<file path="config.mk">
export PLATFORM = sky130hd
export DESIGN_NAME = reliable_broadcast_tracker
export DESIGN_NICKNAME = d
export VERILOG_FILES = /design/src/rtl/core/rbt_pkg.sv /design/src/rtl/core/reliable_broadcast_tracker.sv /design/src/rtl/core/rbt_thresh.sv /design/src/rtl/core/rbt_table.sv
export SDC_FILE = /design/constraint.sdc
export NUM_CORES = 1
export LEC_CHECK = 0
export BUFFER_PORTS_ARGS = -buffer_cell sky130_fd_sc_hd__buf_2
export CAP_MARGIN = 5
export CORE_ASPECT_RATIO = 0.75
export CORE_MARGIN = 2
export CORE_UTILIZATION = 55
export DETAILED_ROUTE_END_ITERATION = 8
export PLACE_DENSITY = 0.82
export SKIP_CTS_REPAIR_TIMING = 1
export SLEW_MARGIN = 15
export SYNTH_ARGS = -nofsm -noshare
export SYNTH_HDL_FRONTEND = slang
export SYNTH_SLANG_ARGS = --single-unit
</file>
<file path="constraint.sdc">
create_clock -name clk -period 18.92 [get_ports clk]
set_input_delay 1.892 -clock clk [delete_from_list [all_inputs] [get_ports clk]]
set_output_delay 1.892 -clock clk [all_outputs]
set_load 0.01 [all_outputs]
</file>
<file path="src/rtl/core/rbt_pkg.sv">
// shared types and codes for the reliable broadcast tracker
`default_nettype none
package rbt_pkg;

	localparam int NODE_W  = 10;
	localparam int VALUE_W = 32;
	localparam int THR_W   = 10;

	// received message kinds
	localparam logic [1:0] KIND_INIT  = 2'd0;
	localparam logic [1:0] KIND_ECHO  = 2'd1;
	localparam logic [1:0] KIND_READY = 2'd2;
	localparam logic [1:0] KIND_NONE  = 2'd3;

	// outgoing message kinds
	localparam logic SEND_ECHO  = 1'b0;
	localparam logic SEND_READY = 1'b1;

	// protocol phases
	localparam logic [1:0] PH_WAIT     = 2'd0;
	localparam logic [1:0] PH_ECHOED   = 2'd1;
	localparam logic [1:0] PH_READIED  = 2'd2;
	localparam logic [1:0] PH_ACCEPTED = 2'd3;

	// reciprocal of 3 for floor(n/3), exact for n below 2048
	localparam int RECIP3   = 683;
	localparam int RECIP3_SH = 11;

	typedef struct packed {
		logic [1:0]         msg_kind;
		logic [NODE_W-1:0]  msg_origin;
		logic [VALUE_W-1:0] msg_value;
	} msg_t;

	typedef struct packed {
		logic               send_valid;
		logic               send_kind;
		logic [NODE_W-1:0]  send_origin;
		logic [VALUE_W-1:0] send_value;
		logic               accepted;
		logic [VALUE_W-1:0] accepted_value;
		logic               table_full;
	} rsp_t;

	typedef struct packed {
		logic [THR_W-1:0] echo_thr;
		logic [THR_W-1:0] ready_thr;
		logic [THR_W-1:0] accept_thr;
	} thr_t;

endpackage
`default_nettype wire

</file>
<file path="src/rtl/core/reliable_broadcast_tracker.sv">
// top level: byzantine reliable broadcast receiver with table scan sequencer
//
//  channel   signals               handshake
//  --------  --------------------  -------------------------------------
//  message   msg                   taken when start is high and busy low
//  response  rsp                   one cycle, marked by rsp_valid
//  config    cfg_data (node_count) written when cfg_we is high
//
// an item of kind three gives an all-zero response in the cycle after it is taken
// other items scan the value table one slot a cycle through a single value
// comparator; a hit ends the scan early, so busy stays high through the scan
// and the update state, and the response is registered from the update state,
// with the table read through the single memory read port
// reset clears the phase, the valid bits and the node count (back to 4);
// the table memory itself is not cleared, an entry is always written first
// the receiver cannot stall: the response shows for exactly one cycle
`default_nettype none
module reliable_broadcast_tracker #(
	parameter int VALUE_SLOTS = 16,
	parameter int MAX_NODES   = 1023
) (
	input  wire logic                       clk,
	input  wire logic                       arst_n,
	input  wire logic                       start,
	output logic                            busy,
	input  wire rbt_pkg::msg_t              msg,
	output rbt_pkg::rsp_t                   rsp,
	output logic                            rsp_valid,
	input  wire logic                       cfg_we,
	input  wire logic [rbt_pkg::NODE_W-1:0] cfg_data
);

	localparam int IW = (VALUE_SLOTS > 1) ? $clog2(VALUE_SLOTS) : 1;
	localparam int TW = $clog2(MAX_NODES + 1);
	localparam int CW = (TW > rbt_pkg::THR_W) ? TW : rbt_pkg::THR_W;
	localparam logic [IW-1:0] LAST_IDX = IW'(VALUE_SLOTS - 1);
	localparam logic [TW-1:0] TALLY_MAX = TW'(MAX_NODES);

	localparam logic [1:0] ST_IDLE = 2'd0;
	localparam logic [1:0] ST_SCAN = 2'd1;
	localparam logic [1:0] ST_UPD  = 2'd2;

	logic [1:0]                 state_q;
	logic [1:0]                 phase_q;
	logic [rbt_pkg::NODE_W-1:0] node_count_q;
	rbt_pkg::msg_t              item_q;
	rbt_pkg::rsp_t              rsp_q;
	logic                       rsp_valid_q;

	// scan pipeline: address issue, then compare on the registered read
	logic [IW-1:0] scan_q;
	logic          issue_q;
	logic          chk_s1;
	logic [IW-1:0] idx_s1;

	logic [IW-1:0] free_q;
	logic          free_found_q;
	logic [IW-1:0] slot_q;
	logic          slot_ok_q;
	logic          full_q;
	logic [TW-1:0] ec_q;
	logic [TW-1:0] rc_q;

	rbt_pkg::thr_t              thr;
	logic [rbt_pkg::VALUE_W-1:0] rd_value;
	logic [TW-1:0]              rd_echo;
	logic [TW-1:0]              rd_ready;
	logic [VALUE_SLOTS-1:0]     valid;

	logic          hit;
	logic          free_now;
	logic [IW-1:0] free_idx;
	logic          is_init;
	logic [TW-1:0] ec_new;
	logic [TW-1:0] rc_new;
	logic          ec_eq;
	logic          rc_eq;
	logic          rc_ge;
	logic          send;
	logic          send_kind;
	logic          acc;
	logic [1:0]    phase_nxt;
	logic          wr_en;

	rbt_thresh u_thresh (
		.node_count (node_count_q),
		.thr        (thr)
	);

	rbt_table #(
		.SLOTS (VALUE_SLOTS),
		.TW    (TW),
		.IW    (IW)
	) u_table (
		.clk      (clk),
		.arst_n   (arst_n),
		.rd_addr  (scan_q),
		.rd_value (rd_value),
		.rd_echo  (rd_echo),
		.rd_ready (rd_ready),
		.wr_en    (wr_en),
		.wr_addr  (slot_q),
		.wr_value (item_q.msg_value),
		.wr_echo  (ec_new),
		.wr_ready (rc_new),
		.valid    (valid)
	);

	// compare stage of the scan
	always_comb begin
		hit      = chk_s1 && valid[idx_s1] && (rd_value == item_q.msg_value);
		free_now = free_found_q || !valid[idx_s1];
		free_idx = free_found_q ? free_q : idx_s1;
		is_init  = (item_q.msg_kind == rbt_pkg::KIND_INIT);
	end

	// tally update, saturating at the node limit; a dropped item counts nothing
	always_comb begin
		ec_new = ec_q;
		rc_new = rc_q;
		if (slot_ok_q && item_q.msg_kind == rbt_pkg::KIND_ECHO) begin
			ec_new = (ec_q >= TALLY_MAX) ? TALLY_MAX : ec_q + 1'b1;
		end
		if (slot_ok_q && item_q.msg_kind == rbt_pkg::KIND_READY) begin
			rc_new = (rc_q >= TALLY_MAX) ? TALLY_MAX : rc_q + 1'b1;
		end
		wr_en = (state_q == ST_UPD) && slot_ok_q;
	end

	// phase rules
	always_comb begin
		ec_eq     = (CW'(ec_new) == CW'(thr.echo_thr));
		rc_eq     = (CW'(rc_new) == CW'(thr.ready_thr));
		rc_ge     = (CW'(rc_new) >= CW'(thr.accept_thr));
		send      = 1'b0;
		send_kind = rbt_pkg::SEND_ECHO;
		acc       = 1'b0;
		phase_nxt = phase_q;
		unique case (phase_q)
			rbt_pkg::PH_WAIT: begin
				if (is_init || ec_eq || rc_eq) begin
					send      = 1'b1;
					phase_nxt = rbt_pkg::PH_ECHOED;
				end
			end
			rbt_pkg::PH_ECHOED: begin
				if (ec_eq || rc_eq) begin
					send      = 1'b1;
					send_kind = rbt_pkg::SEND_READY;
					phase_nxt = rbt_pkg::PH_READIED;
				end
			end
			rbt_pkg::PH_READIED: begin
				if (rc_ge) begin
					acc       = 1'b1;
					phase_nxt = rbt_pkg::PH_ACCEPTED;
				end
			end
			default: begin
				phase_nxt = phase_q;
			end
		endcase
	end

	// configuration register
	always_ff @(posedge clk or negedge arst_n) begin
		if (!arst_n) begin
			node_count_q <= rbt_pkg::NODE_W'(4);
		end else if (cfg_we) begin
			node_count_q <= cfg_data;
		end
	end

	// sequencer
	always_ff @(posedge clk or negedge arst_n) begin
		if (!arst_n) begin
			state_q      <= ST_IDLE;
			phase_q      <= rbt_pkg::PH_WAIT;
			rsp_valid_q  <= 1'b0;
			issue_q      <= 1'b0;
			chk_s1       <= 1'b0;
			free_found_q <= 1'b0;
			slot_ok_q    <= 1'b0;
			full_q       <= 1'b0;
			scan_q       <= '0;
		end else begin
			rsp_valid_q <= 1'b0;
			unique case (state_q)
				ST_IDLE: begin
					if (start) begin
						if (msg.msg_kind == rbt_pkg::KIND_NONE) begin
							// ignored item: zero response, no state change
							rsp_valid_q <= 1'b1;
						end else begin
							state_q      <= ST_SCAN;
							scan_q       <= '0;
							issue_q      <= 1'b1;
							chk_s1       <= 1'b0;
							free_found_q <= 1'b0;
							slot_ok_q    <= 1'b0;
							full_q       <= 1'b0;
						end
					end
				end
				ST_SCAN: begin
					chk_s1 <= issue_q;
					if (issue_q) begin
						if (scan_q == LAST_IDX) begin
							issue_q <= 1'b0;
						end else begin
							scan_q <= scan_q + 1'b1;
						end
					end
					if (hit) begin
						slot_ok_q <= 1'b1;
						state_q   <= ST_UPD;
					end else if (chk_s1) begin
						if (!valid[idx_s1] && !free_found_q) begin
							free_found_q <= 1'b1;
						end
						if (idx_s1 == LAST_IDX) begin
							// miss: allocate unless initiate or table full
							slot_ok_q <= !is_init && free_now;
							full_q    <= !is_init && !free_now;
							state_q   <= ST_UPD;
						end
					end
				end
				ST_UPD: begin
					phase_q     <= phase_nxt;
					rsp_valid_q <= 1'b1;
					state_q     <= ST_IDLE;
				end
				default: begin
					state_q <= ST_IDLE;
				end
			endcase
		end
	end

	// payload registers
	always_ff @(posedge clk) begin
		idx_s1 <= scan_q;
		if (state_q == ST_IDLE && start) begin
			item_q <= msg;
			rsp_q  <= '0;
		end
		if (state_q == ST_SCAN) begin
			if (hit) begin
				slot_q <= idx_s1;
				ec_q   <= rd_echo;
				rc_q   <= rd_ready;
			end else if (chk_s1) begin
				if (!valid[idx_s1] && !free_found_q) begin
					free_q <= idx_s1;
				end
				if (idx_s1 == LAST_IDX) begin
					slot_q <= free_idx;
					ec_q   <= '0;
					rc_q   <= '0;
				end
			end
		end
		if (state_q == ST_UPD) begin
			rsp_q.send_valid     <= send;
			rsp_q.send_kind      <= send ? send_kind : 1'b0;
			rsp_q.send_origin    <= send ? item_q.msg_origin : '0;
			rsp_q.send_value     <= send ? item_q.msg_value : '0;
			rsp_q.accepted       <= acc;
			rsp_q.accepted_value <= acc ? item_q.msg_value : '0;
			rsp_q.table_full     <= full_q;
		end
	end

	assign busy      = (state_q != ST_IDLE);
	assign rsp       = rsp_q;
	assign rsp_valid = rsp_valid_q;

endmodule
`default_nettype wire

</file>
<file path="src/rtl/core/rbt_thresh.sv">
// fault bound and echo, ready and accept thresholds from the node count
`default_nettype none
module rbt_thresh (
	input  wire logic [rbt_pkg::NODE_W-1:0] node_count,
	output rbt_pkg::thr_t                   thr
);

	localparam int PW = rbt_pkg::NODE_W + rbt_pkg::RECIP3_SH;

	logic [PW-1:0]              prod;
	logic [rbt_pkg::NODE_W-1:0] third;
	logic [rbt_pkg::NODE_W-1:0] f;
	logic [rbt_pkg::NODE_W:0]   n_plus_f;
	logic                       div3;

	always_comb begin
		prod     = PW'(node_count) * PW'(rbt_pkg::RECIP3);
		third    = rbt_pkg::NODE_W'(prod >> rbt_pkg::RECIP3_SH);
		div3     = (node_count == rbt_pkg::NODE_W'(third + (third << 1)));
		// one less when n is a multiple of 3, never below zero
		f        = (div3 && third != '0) ? third - 1'b1 : third;
		n_plus_f = {1'b0, node_count} + {1'b0, f};
		thr.echo_thr   = rbt_pkg::THR_W'(n_plus_f >> 1);
		thr.ready_thr  = rbt_pkg::THR_W'(f + 1'b1);
		thr.accept_thr = rbt_pkg::THR_W'({f, 1'b0} | 1'b1);
	end

endmodule
`default_nettype wire

</file>
<file path="src/rtl/core/rbt_table.sv">
// value table: values and tallies in a memory, valid bits in flops
`default_nettype none
module rbt_table #(
	parameter int SLOTS = 16,
	parameter int TW    = 10,
	parameter int IW    = 4
) (
	input  wire logic                        clk,
	input  wire logic                        arst_n,
	input  wire logic [IW-1:0]               rd_addr,
	output logic [rbt_pkg::VALUE_W-1:0]      rd_value,
	output logic [TW-1:0]                    rd_echo,
	output logic [TW-1:0]                    rd_ready,
	input  wire logic                        wr_en,
	input  wire logic [IW-1:0]               wr_addr,
	input  wire logic [rbt_pkg::VALUE_W-1:0] wr_value,
	input  wire logic [TW-1:0]               wr_echo,
	input  wire logic [TW-1:0]               wr_ready,
	output logic [SLOTS-1:0]                 valid
);

	localparam int DW = rbt_pkg::VALUE_W + 2 * TW;

	logic [DW-1:0]    mem [SLOTS];
	logic [DW-1:0]    rd_q;
	logic [SLOTS-1:0] valid_q;

	always_ff @(posedge clk) begin
		if (wr_en) begin
			mem[wr_addr] <= {wr_value, wr_echo, wr_ready};
		end
		rd_q <= mem[rd_addr];
	end

	always_ff @(posedge clk or negedge arst_n) begin
		if (!arst_n) begin
			valid_q <= '0;
		end else if (wr_en) begin
			valid_q[wr_addr] <= 1'b1;
		end
	end

	assign rd_value = rd_q[DW-1 -: rbt_pkg::VALUE_W];
	assign rd_echo  = rd_q[2*TW-1 -: TW];
	assign rd_ready = rd_q[TW-1:0];
	assign valid    = valid_q;

endmodule
`default_nettype wire
</file>
==> flow_metrics.env, run 1 <==
export IMPL_grt_max_degree=131
export IMPL_ioPinCount=138
export IMPL_final_util_pct=61.9
export IMPL_path_clk_slew_ns=0.07
export IMPL_crit_required_ns=19.27
export IMPL_initial_utilization_pct=55.3
export IMPL_grt_overflow_total=0
export IMPL_end_kind="flip-flop"
export IMPL_min_from="u_table.valid[15]$_DFFE_PN0P_"
export IMPL_viasPerCell=6.41
export IMPL_slew_headroom_pct=22.8
export IMPL_rr_startpoint="node_count_q[2]$_DFFE_PN1P_"
export IMPL_seq_area_frac_synth_pct=69.8
export IMPL_crit_path_start_kind="flip-flop"
export IMPL_die_w_um=335
export IMPL_syn_avg_cell_area_um2=16.8
export IMPL_synth_area_leaders="edfxtp_1, mux4_2, mux2i_1"
export IMPL_yosys_area_top_type="edfxtp_1"
export IMPL_critPathMaxStageDelay_ns=0.89
export IMPL_max_freq_mhz=82.4
export IMPL_p_total_w=0.00849
export IMPL_first_global_vias=25800
export IMPL_dpl_hpwl_um=60700
export IMPL_ys_flop_type="edfxtp_1"
export IMPL_cp_num_buf_inv=2
export IMPL_drive_gt1_share_pct=21.2
export IMPL_outcome="finished, final reports clean"
export IMPL_synth_edf_count=982
export IMPL_cts_tree="built"
export IMPL_r2r_cells=36
export IMPL_hold_viol=0
export IMPL_clock_sinks=1078
export IMPL_ys_warnings_count=0
export IMPL_synth_common_cells="edfxtp_1, mux2i_1, o21ai_0"
export IMPL_yosysUniqueCellTypes=98
export IMPL_critPathMaxFanout=44
export IMPL_finalCriticalPeriod_ns=12.14
export IMPL_synthArstFlopShare_pct=3.71
export IMPL_cts_buffer_depth=3
export IMPL_drv_slew=0
export IMPL_grt_pass1_wl_um=164000
export IMPL_worstSetupPathType="flip-flop to flip-flop"
export IMPL_rsz0062_at_grt="no"
export IMPL_reg2reg_to="rsp[66]$_SDFFCE_PN0P_"
export IMPL_vdd_drop_max_v=0.000167
export IMPL_wirelength_um=110000
export IMPL_crit_family="compound AO/OA/AOI/OAI gates"
export IMPL_p_leak_nw=17.4
export IMPL_cts_buffers=94
export IMPL_synth_most_common_cell="edfxtp_1"
export IMPL_ys_ff_latch=1078
export IMPL_period_share_pct=64.2
export IMPL_timing_setup_tns_ns=0
export IMPL_dr_first_iter_drc_count=3314
export IMPL_nets=3032
export IMPL_vias=25700
export IMPL_tightest_slew_ns=1.16
export IMPL_antenna_found_initial=1
export IMPL_hp_class="flip-flop to flip-flop"
export IMPL_clk_latency_ns=0.67
export IMPL_cap_violations=0
export IMPL_dr_pass1_iters=6
export IMPL_gp_congestion=0.883
export IMPL_numPortBuffers=137
export IMPL_cts_root_buf="clkbuf_16"
export IMPL_arrival_ns=12.49
export IMPL_area_delta_synth_final_pct=11.9
export IMPL_cpMaxStageDelayCell="or4_1"
export IMPL_p_per_area_nw_per_um2=168
export IMPL_routedWlPerCell_um=27.5
export IMPL_hold_end="u_table.valid[15]$_DFFE_PN0P_"
export IMPL_yosysTopAreaCellShare_pct=65.1
export IMPL_clock_skew_ns=0.0238
export IMPL_hold_depth=1
export IMPL_htreeDepth=3
export IMPL_r2r_setup_slack_ns=6.78
export IMPL_design_die_area_um2=84700
export IMPL_dieHeight_um=253
export IMPL_drc=0
export IMPL_synth_net_count=2872
export IMPL_synth_area_um2=45300
export IMPL_cp_common_cell="a21oi_1"
export IMPL_syn_inst=2694
export IMPL_finalSetupViolCount=0
export IMPL_grt_usage_pct=26.1
export IMPL_ant_nets=0
export IMPL_row_count=91
export IMPL_core_area_um2=81900
[worst max-delay path by stage]
stage / slack (ns) / from / end / cells after the start
after global placement: 7.47 / node_count_q[2]$_DFFE_PN1P_ / rsp[75]$_SDFFCE_PN0P_ / 36
after CTS: 7.00 / node_count_q[2]$_DFFE_PN1P_ / rsp[66]$_SDFFCE_PN0P_ / 36
final: 6.78 / node_count_q[2]$_DFFE_PN1P_ / rsp[66]$_SDFFCE_PN0P_ / 36
after floorplan: 8.98 / node_count_q[6]$_DFFE_PN0P_ / rsp[37]$_SDFFCE_PN0P_ / 41
after global routing: 6.28 / node_count_q[2]$_DFFE_PN1P_ / rsp[66]$_SDFFCE_PN0P_ / 36
after detailed placement: 7.10 / node_count_q[2]$_DFFE_PN1P_ / rsp[66]$_SDFFCE_PN0P_ / 36
[layout make-up]
class                      count  area [um^2]
clock buffer                 119         2560
sequential                  1078        31600
fill                        5490        31200
clock inverter                58          827
antenna                        1         2.50
inverter                      77          289
multi-input combinational   1426        13000
timing repair buffer         177         1010
tap                         1069         1340
[through the flow]
step                      cells  worst slack, ns  hold slack [ns]  area (um^2)
final                      4005             6.78            0.467        50700
after detailed placement   3826             7.10            0.449        47300
after floorplan            2694             8.98            0.369        45300
after CTS                  4003             7.00            0.465        50600
after global placement     3826             7.47            0.446        47300
after global routing       4005             6.28            0.478        50700
[registers in the layout, summed over array words and instances, names as in the netlist, 4 cells and up]
signal         count
rc_q              10
rsp               78
u_table.valid     16
slot_q             4
idx_s1             4
u_table.rd_q      52
free_q             4
ec_q              10
item_q            44
node_count_q      10
u_table.mem      832
scan_q             4
[cell usage in the layout, fill, tap and decap left out, drive strengths merged, types with 6 or more instances in the layout]
master / count
ha: 97
a21boi: 45
a21o: 22
buf: 177
xor2: 20
and2: 66
nor2: 54
a211oi: 6
mux4: 109
nor3: 21
a221oi: 53
nand4: 19
dfrtp: 39
edfxtp: 982
a22oi: 54
o21a: 11
nand2b: 15
nand2: 114
nor2b: 8
dfxtp: 56
nor4: 11
a31oi: 8
o21ai: 134
mux2i: 164
or2: 25
a21oi: 90
and3: 15
xnor2: 72
fa: 23
inv: 81
bufinv: 18
a211o: 6
clkbuf: 119
mux2: 71
clkinv: 31
nand3: 27
[report_power, final]
part	switching [W]	total [W]	internal [W]
Sequential	0.000163	0.00290	0.00273
Combinational	0.00208	0.00351	0.00143
Clock	0.000871	0.00209	0.00121
Total	0.00311	0.00849	0.00538
[layer usage]
metal | share of wire, % | wire [um] | vias to the layer above | GRT usage [%]
li1 | - | - | 10900 | -
met1 | 41 | 44800 | 13000 | 38.1
met2 | 46 | 50900 | 1611 | 40.1
met3 | 10 | 11400 | 233 | 5.03
met4 | 2.7 | 3010 | 0 | 8.39
met5 | 0 | 0 | - | 0
[kinds of logic after synthesis]
kind of cell | synth area share (%)
and+or+nand+nor | 4.65
AOI/OAI and AO/OA | 7.23
muxes | 10.8
adders and majority gates | 3.70
buffers and inverters | 1.80
DFF | 69.8
xor gates and xnor gates | 1.99
[worst register-to-register path, delay by kind of cell, from the launching register on]
| family | cells | cell delay, ns |
|---|---|---|
| fa+ha+maj | 8 | 3.27 |
| buf+inv | 2 | 0.11 |
| xor+xnor | 3 | 1.06 |
| flops | 1 | 0.66 |
| simple gates | 7 | 2.59 |
| compound gates | 16 | 4.09 |
Power figures use the tool's default switching activity.
==> run 2, diff against run 1 <==
==> constraint.sdc (replaced) <==
create_clock -name clk -period 11.83 [get_ports clk]
set_input_delay 1.183 -clock clk [delete_from_list [all_inputs] [get_ports clk]]
set_output_delay 1.183 -clock clk [all_outputs]
set_load 0.01 [all_outputs]
==> run 2 against run 1 <==
Against the previous run: sequential share of layout area increased by 0.094 points; setup slack got worse by 6.3 ns; largest cell class unchanged; count of clock-buffer cells in the layout increased by 6; cell count increased by 0.17%; cell area decreased by 0.14%; maximum frequency increased by 7.1%.
==> flow_metrics.env, run 2 (synthesis gave the netlist of run 1 again) <==
export IMPL_worstSetupPathType="flip-flop to flip-flop"
export IMPL_use_met3_pct=5.68
export IMPL_rr_startpoint="node_count_q[2]$_DFFE_PN1P_"
export IMPL_first_global_vias=25800
export IMPL_crit_family="compound AO/OA/AOI/OAI gates"
export IMPL_crit_path_start_kind="flip-flop"
export IMPL_crit_start="node_count_q[2]$_DFFE_PN1P_"
export IMPL_cp_common_cell="a21oi_1"
export IMPL_vdd_drop_max_v=0.000231
export IMPL_p_leak_nw=17.4
export IMPL_p_int_w=0.00851
export IMPL_p_total_w=0.0135
export IMPL_crit_required_ns=12.33
export IMPL_routedWlPerCell_um=27.8
export IMPL_slew_headroom_pct=19.5
export IMPL_cap_violations=0
export IMPL_ioPinCount=138
export IMPL_sw_frac_of_total_pct=37.0
export IMPL_p_comb_share_pct=41.9
export IMPL_arrival_ns=11.84
export IMPL_core_area_um2=81900
export IMPL_period_share_pct=95.9
export IMPL_largest_reg_flops=832
export IMPL_drive_gt1_share_pct=21.4
export IMPL_grtUsageMet1_pct=37.2
export IMPL_final_util_pct=61.8
export IMPL_top_usage_layer="met2"
export IMPL_hold_viol=0
export IMPL_ant_nets=0
export IMPL_hp_class="flip-flop to flip-flop"
export IMPL_critPathMaxFanout=22
export IMPL_grt_usage_pct=26.0
export IMPL_path_clk_slew_ns=0.06
export IMPL_clock_sinks=1078
export IMPL_cts_buffers=95
export IMPL_layout_common_cells="edfxtp_1, mux2i_1, buf_2"
export IMPL_antenna_found_initial=2
export IMPL_dr_pass1_iters=7
export IMPL_final_cells=4012
export IMPL_clkPwrFrac_pct=23.8
export IMPL_wirelength_um=111000
export IMPL_max_freq_mhz=88.2
export IMPL_dp_cells=3829
export IMPL_area_delta_synth_final_pct=11.7
export IMPL_dieHeight_um=253
export IMPL_critPathMaxStageDelay_ns=0.64
export IMPL_p_sw_w=0.00500
export IMPL_grt_pass1_wl_um=163000
export IMPL_clk_latency_ns=0.68
export IMPL_gp_congestion=0.911
export IMPL_grt_overflow_total=0
export IMPL_dr_first_iter_drc_count=3331
export IMPL_htreeDepth=3
export IMPL_final_common_cell="edfxtp_1"
export IMPL_p_per_area_nw_per_um2=267
export IMPL_end_kind="flip-flop"
export IMPL_viasPerCell=6.42
export IMPL_cp_num_buf_inv=2
export IMPL_design_die_area_um2=84700
export IMPL_cts_root_buf="clkbuf_16"
export IMPL_clock_skew_ns=0.0275
export IMPL_fillerInstances=5524
export IMPL_finalSetupViolCount=0
export IMPL_cpMaxStageDelayCell="dfstp_2"
export IMPL_row_count=91
export IMPL_initial_utilization_pct=55.3
export IMPL_cts_buffer_depth=3
export IMPL_dpl_hpwl_um=60800
export IMPL_vias=25800
export IMPL_numPortBuffers=137
export IMPL_drc=0
export IMPL_outcome="finished, final reports clean"
export IMPL_dpl_cell_area_um2=47300
export IMPL_die_w_um=335
export IMPL_seqPwrFrac_pct=34.2
export IMPL_timing_hold_ws_ns=0.465
export IMPL_final_area_um2=50600
export IMPL_met2_usage_pct=40.3
export IMPL_top_register="u_table.mem"
export IMPL_min_from="u_table.valid[15]$_DFFE_PN0P_"
export IMPL_tightest_slew_ns=1.20
export IMPL_finalCriticalPeriod_ns=11.34
export IMPL_grt_max_degree=131
export IMPL_drv_slew=0
export IMPL_cts_tree="built"
export IMPL_nets=3038
==> run 2: cell types whose count changed in the layout (fill, tap and decap cells not counted), sizes merged <==
cell,before,now
bufinv,18,12
clkbuf,119,125
a21bo,1,2
a31o,2,3
buf,177,180
clkinvlp,5,6
inv,81,82
==> run 2: path summary, 6_finish.rpt <==
kind                                            endpoint  slack, ns  cells after the start
max                                rsp[66]$_SDFFCE_PN0P_       0.49                     36
min                        u_table.valid[15]$_DFFE_PN0P_       0.46                      1
max reg2reg                        rsp[66]$_SDFFCE_PN0P_       0.49                     36
min reg2reg                u_table.valid[15]$_DFFE_PN0P_       0.46                      1
max in group asynchronous          scan_q[1]$_DFFE_PN0P_      10.40                      1
min in group asynchronous   u_table.valid[7]$_DFFE_PN0P_       0.68                      1
==> run 2: worst reg2reg max path: cells and delay by family, from the launching register on <==
kind | cells | cell delay, ns
adders and majority gates | 8 | 3.20
xor gates and xnor gates | 3 | 0.80
buffers and inverters | 2 | 0.10
and+or+nand+nor | 7 | 2.64
AOI/OAI and AO/OA | 16 | 3.81
DFF | 1 | 0.64
==> run 2: layout make-up <==
type,count,area (um^2),share of cell area [%]
clock inverter,54,641,1.27
inverter,77,289,0.571
tap,1069,1340,2.64
timing repair buffer,180,1030,2.04
sequential,1078,31600,62.5
clock buffer,125,2600,5.14
antenna,1,2.50,0.00495
multi-input combinational,1428,13100,25.8
==> run 2: stage by stage <==
| stage | TNS, ns | worst slack (ns) |
|---|---|---|
| finish | 0 | 0.489 |
| global route | -0.0125 | -0.0125 |
| CTS | 0 | 0.267 |
| detailed placement | 0 | 0.307 |
| global placement | 0 | 0.670 |
| floorplan | 0 | 1.89 |
==> run 2: routing by layer <==
metal  routed length [um]  up-vias  share of wire [%]
li1                     -    10900                  -
met1                44500    13100                 40
met2                51800     1539                 47
met3                12000      260                 11
met4                 2890        4                2.6
met5                  133        -               0.12
==> run 2: power groups by stage <==
stage                     logic (W)  registers, W  clock network, W
after global placement      0.00549       0.00468                 0
final                       0.00567       0.00463           0.00322
after global routing        0.00613       0.00464           0.00339
after detailed placement    0.00549       0.00470                 0
after CTS                   0.00555       0.00462           0.00324
after floorplan             0.00421       0.00456                 0
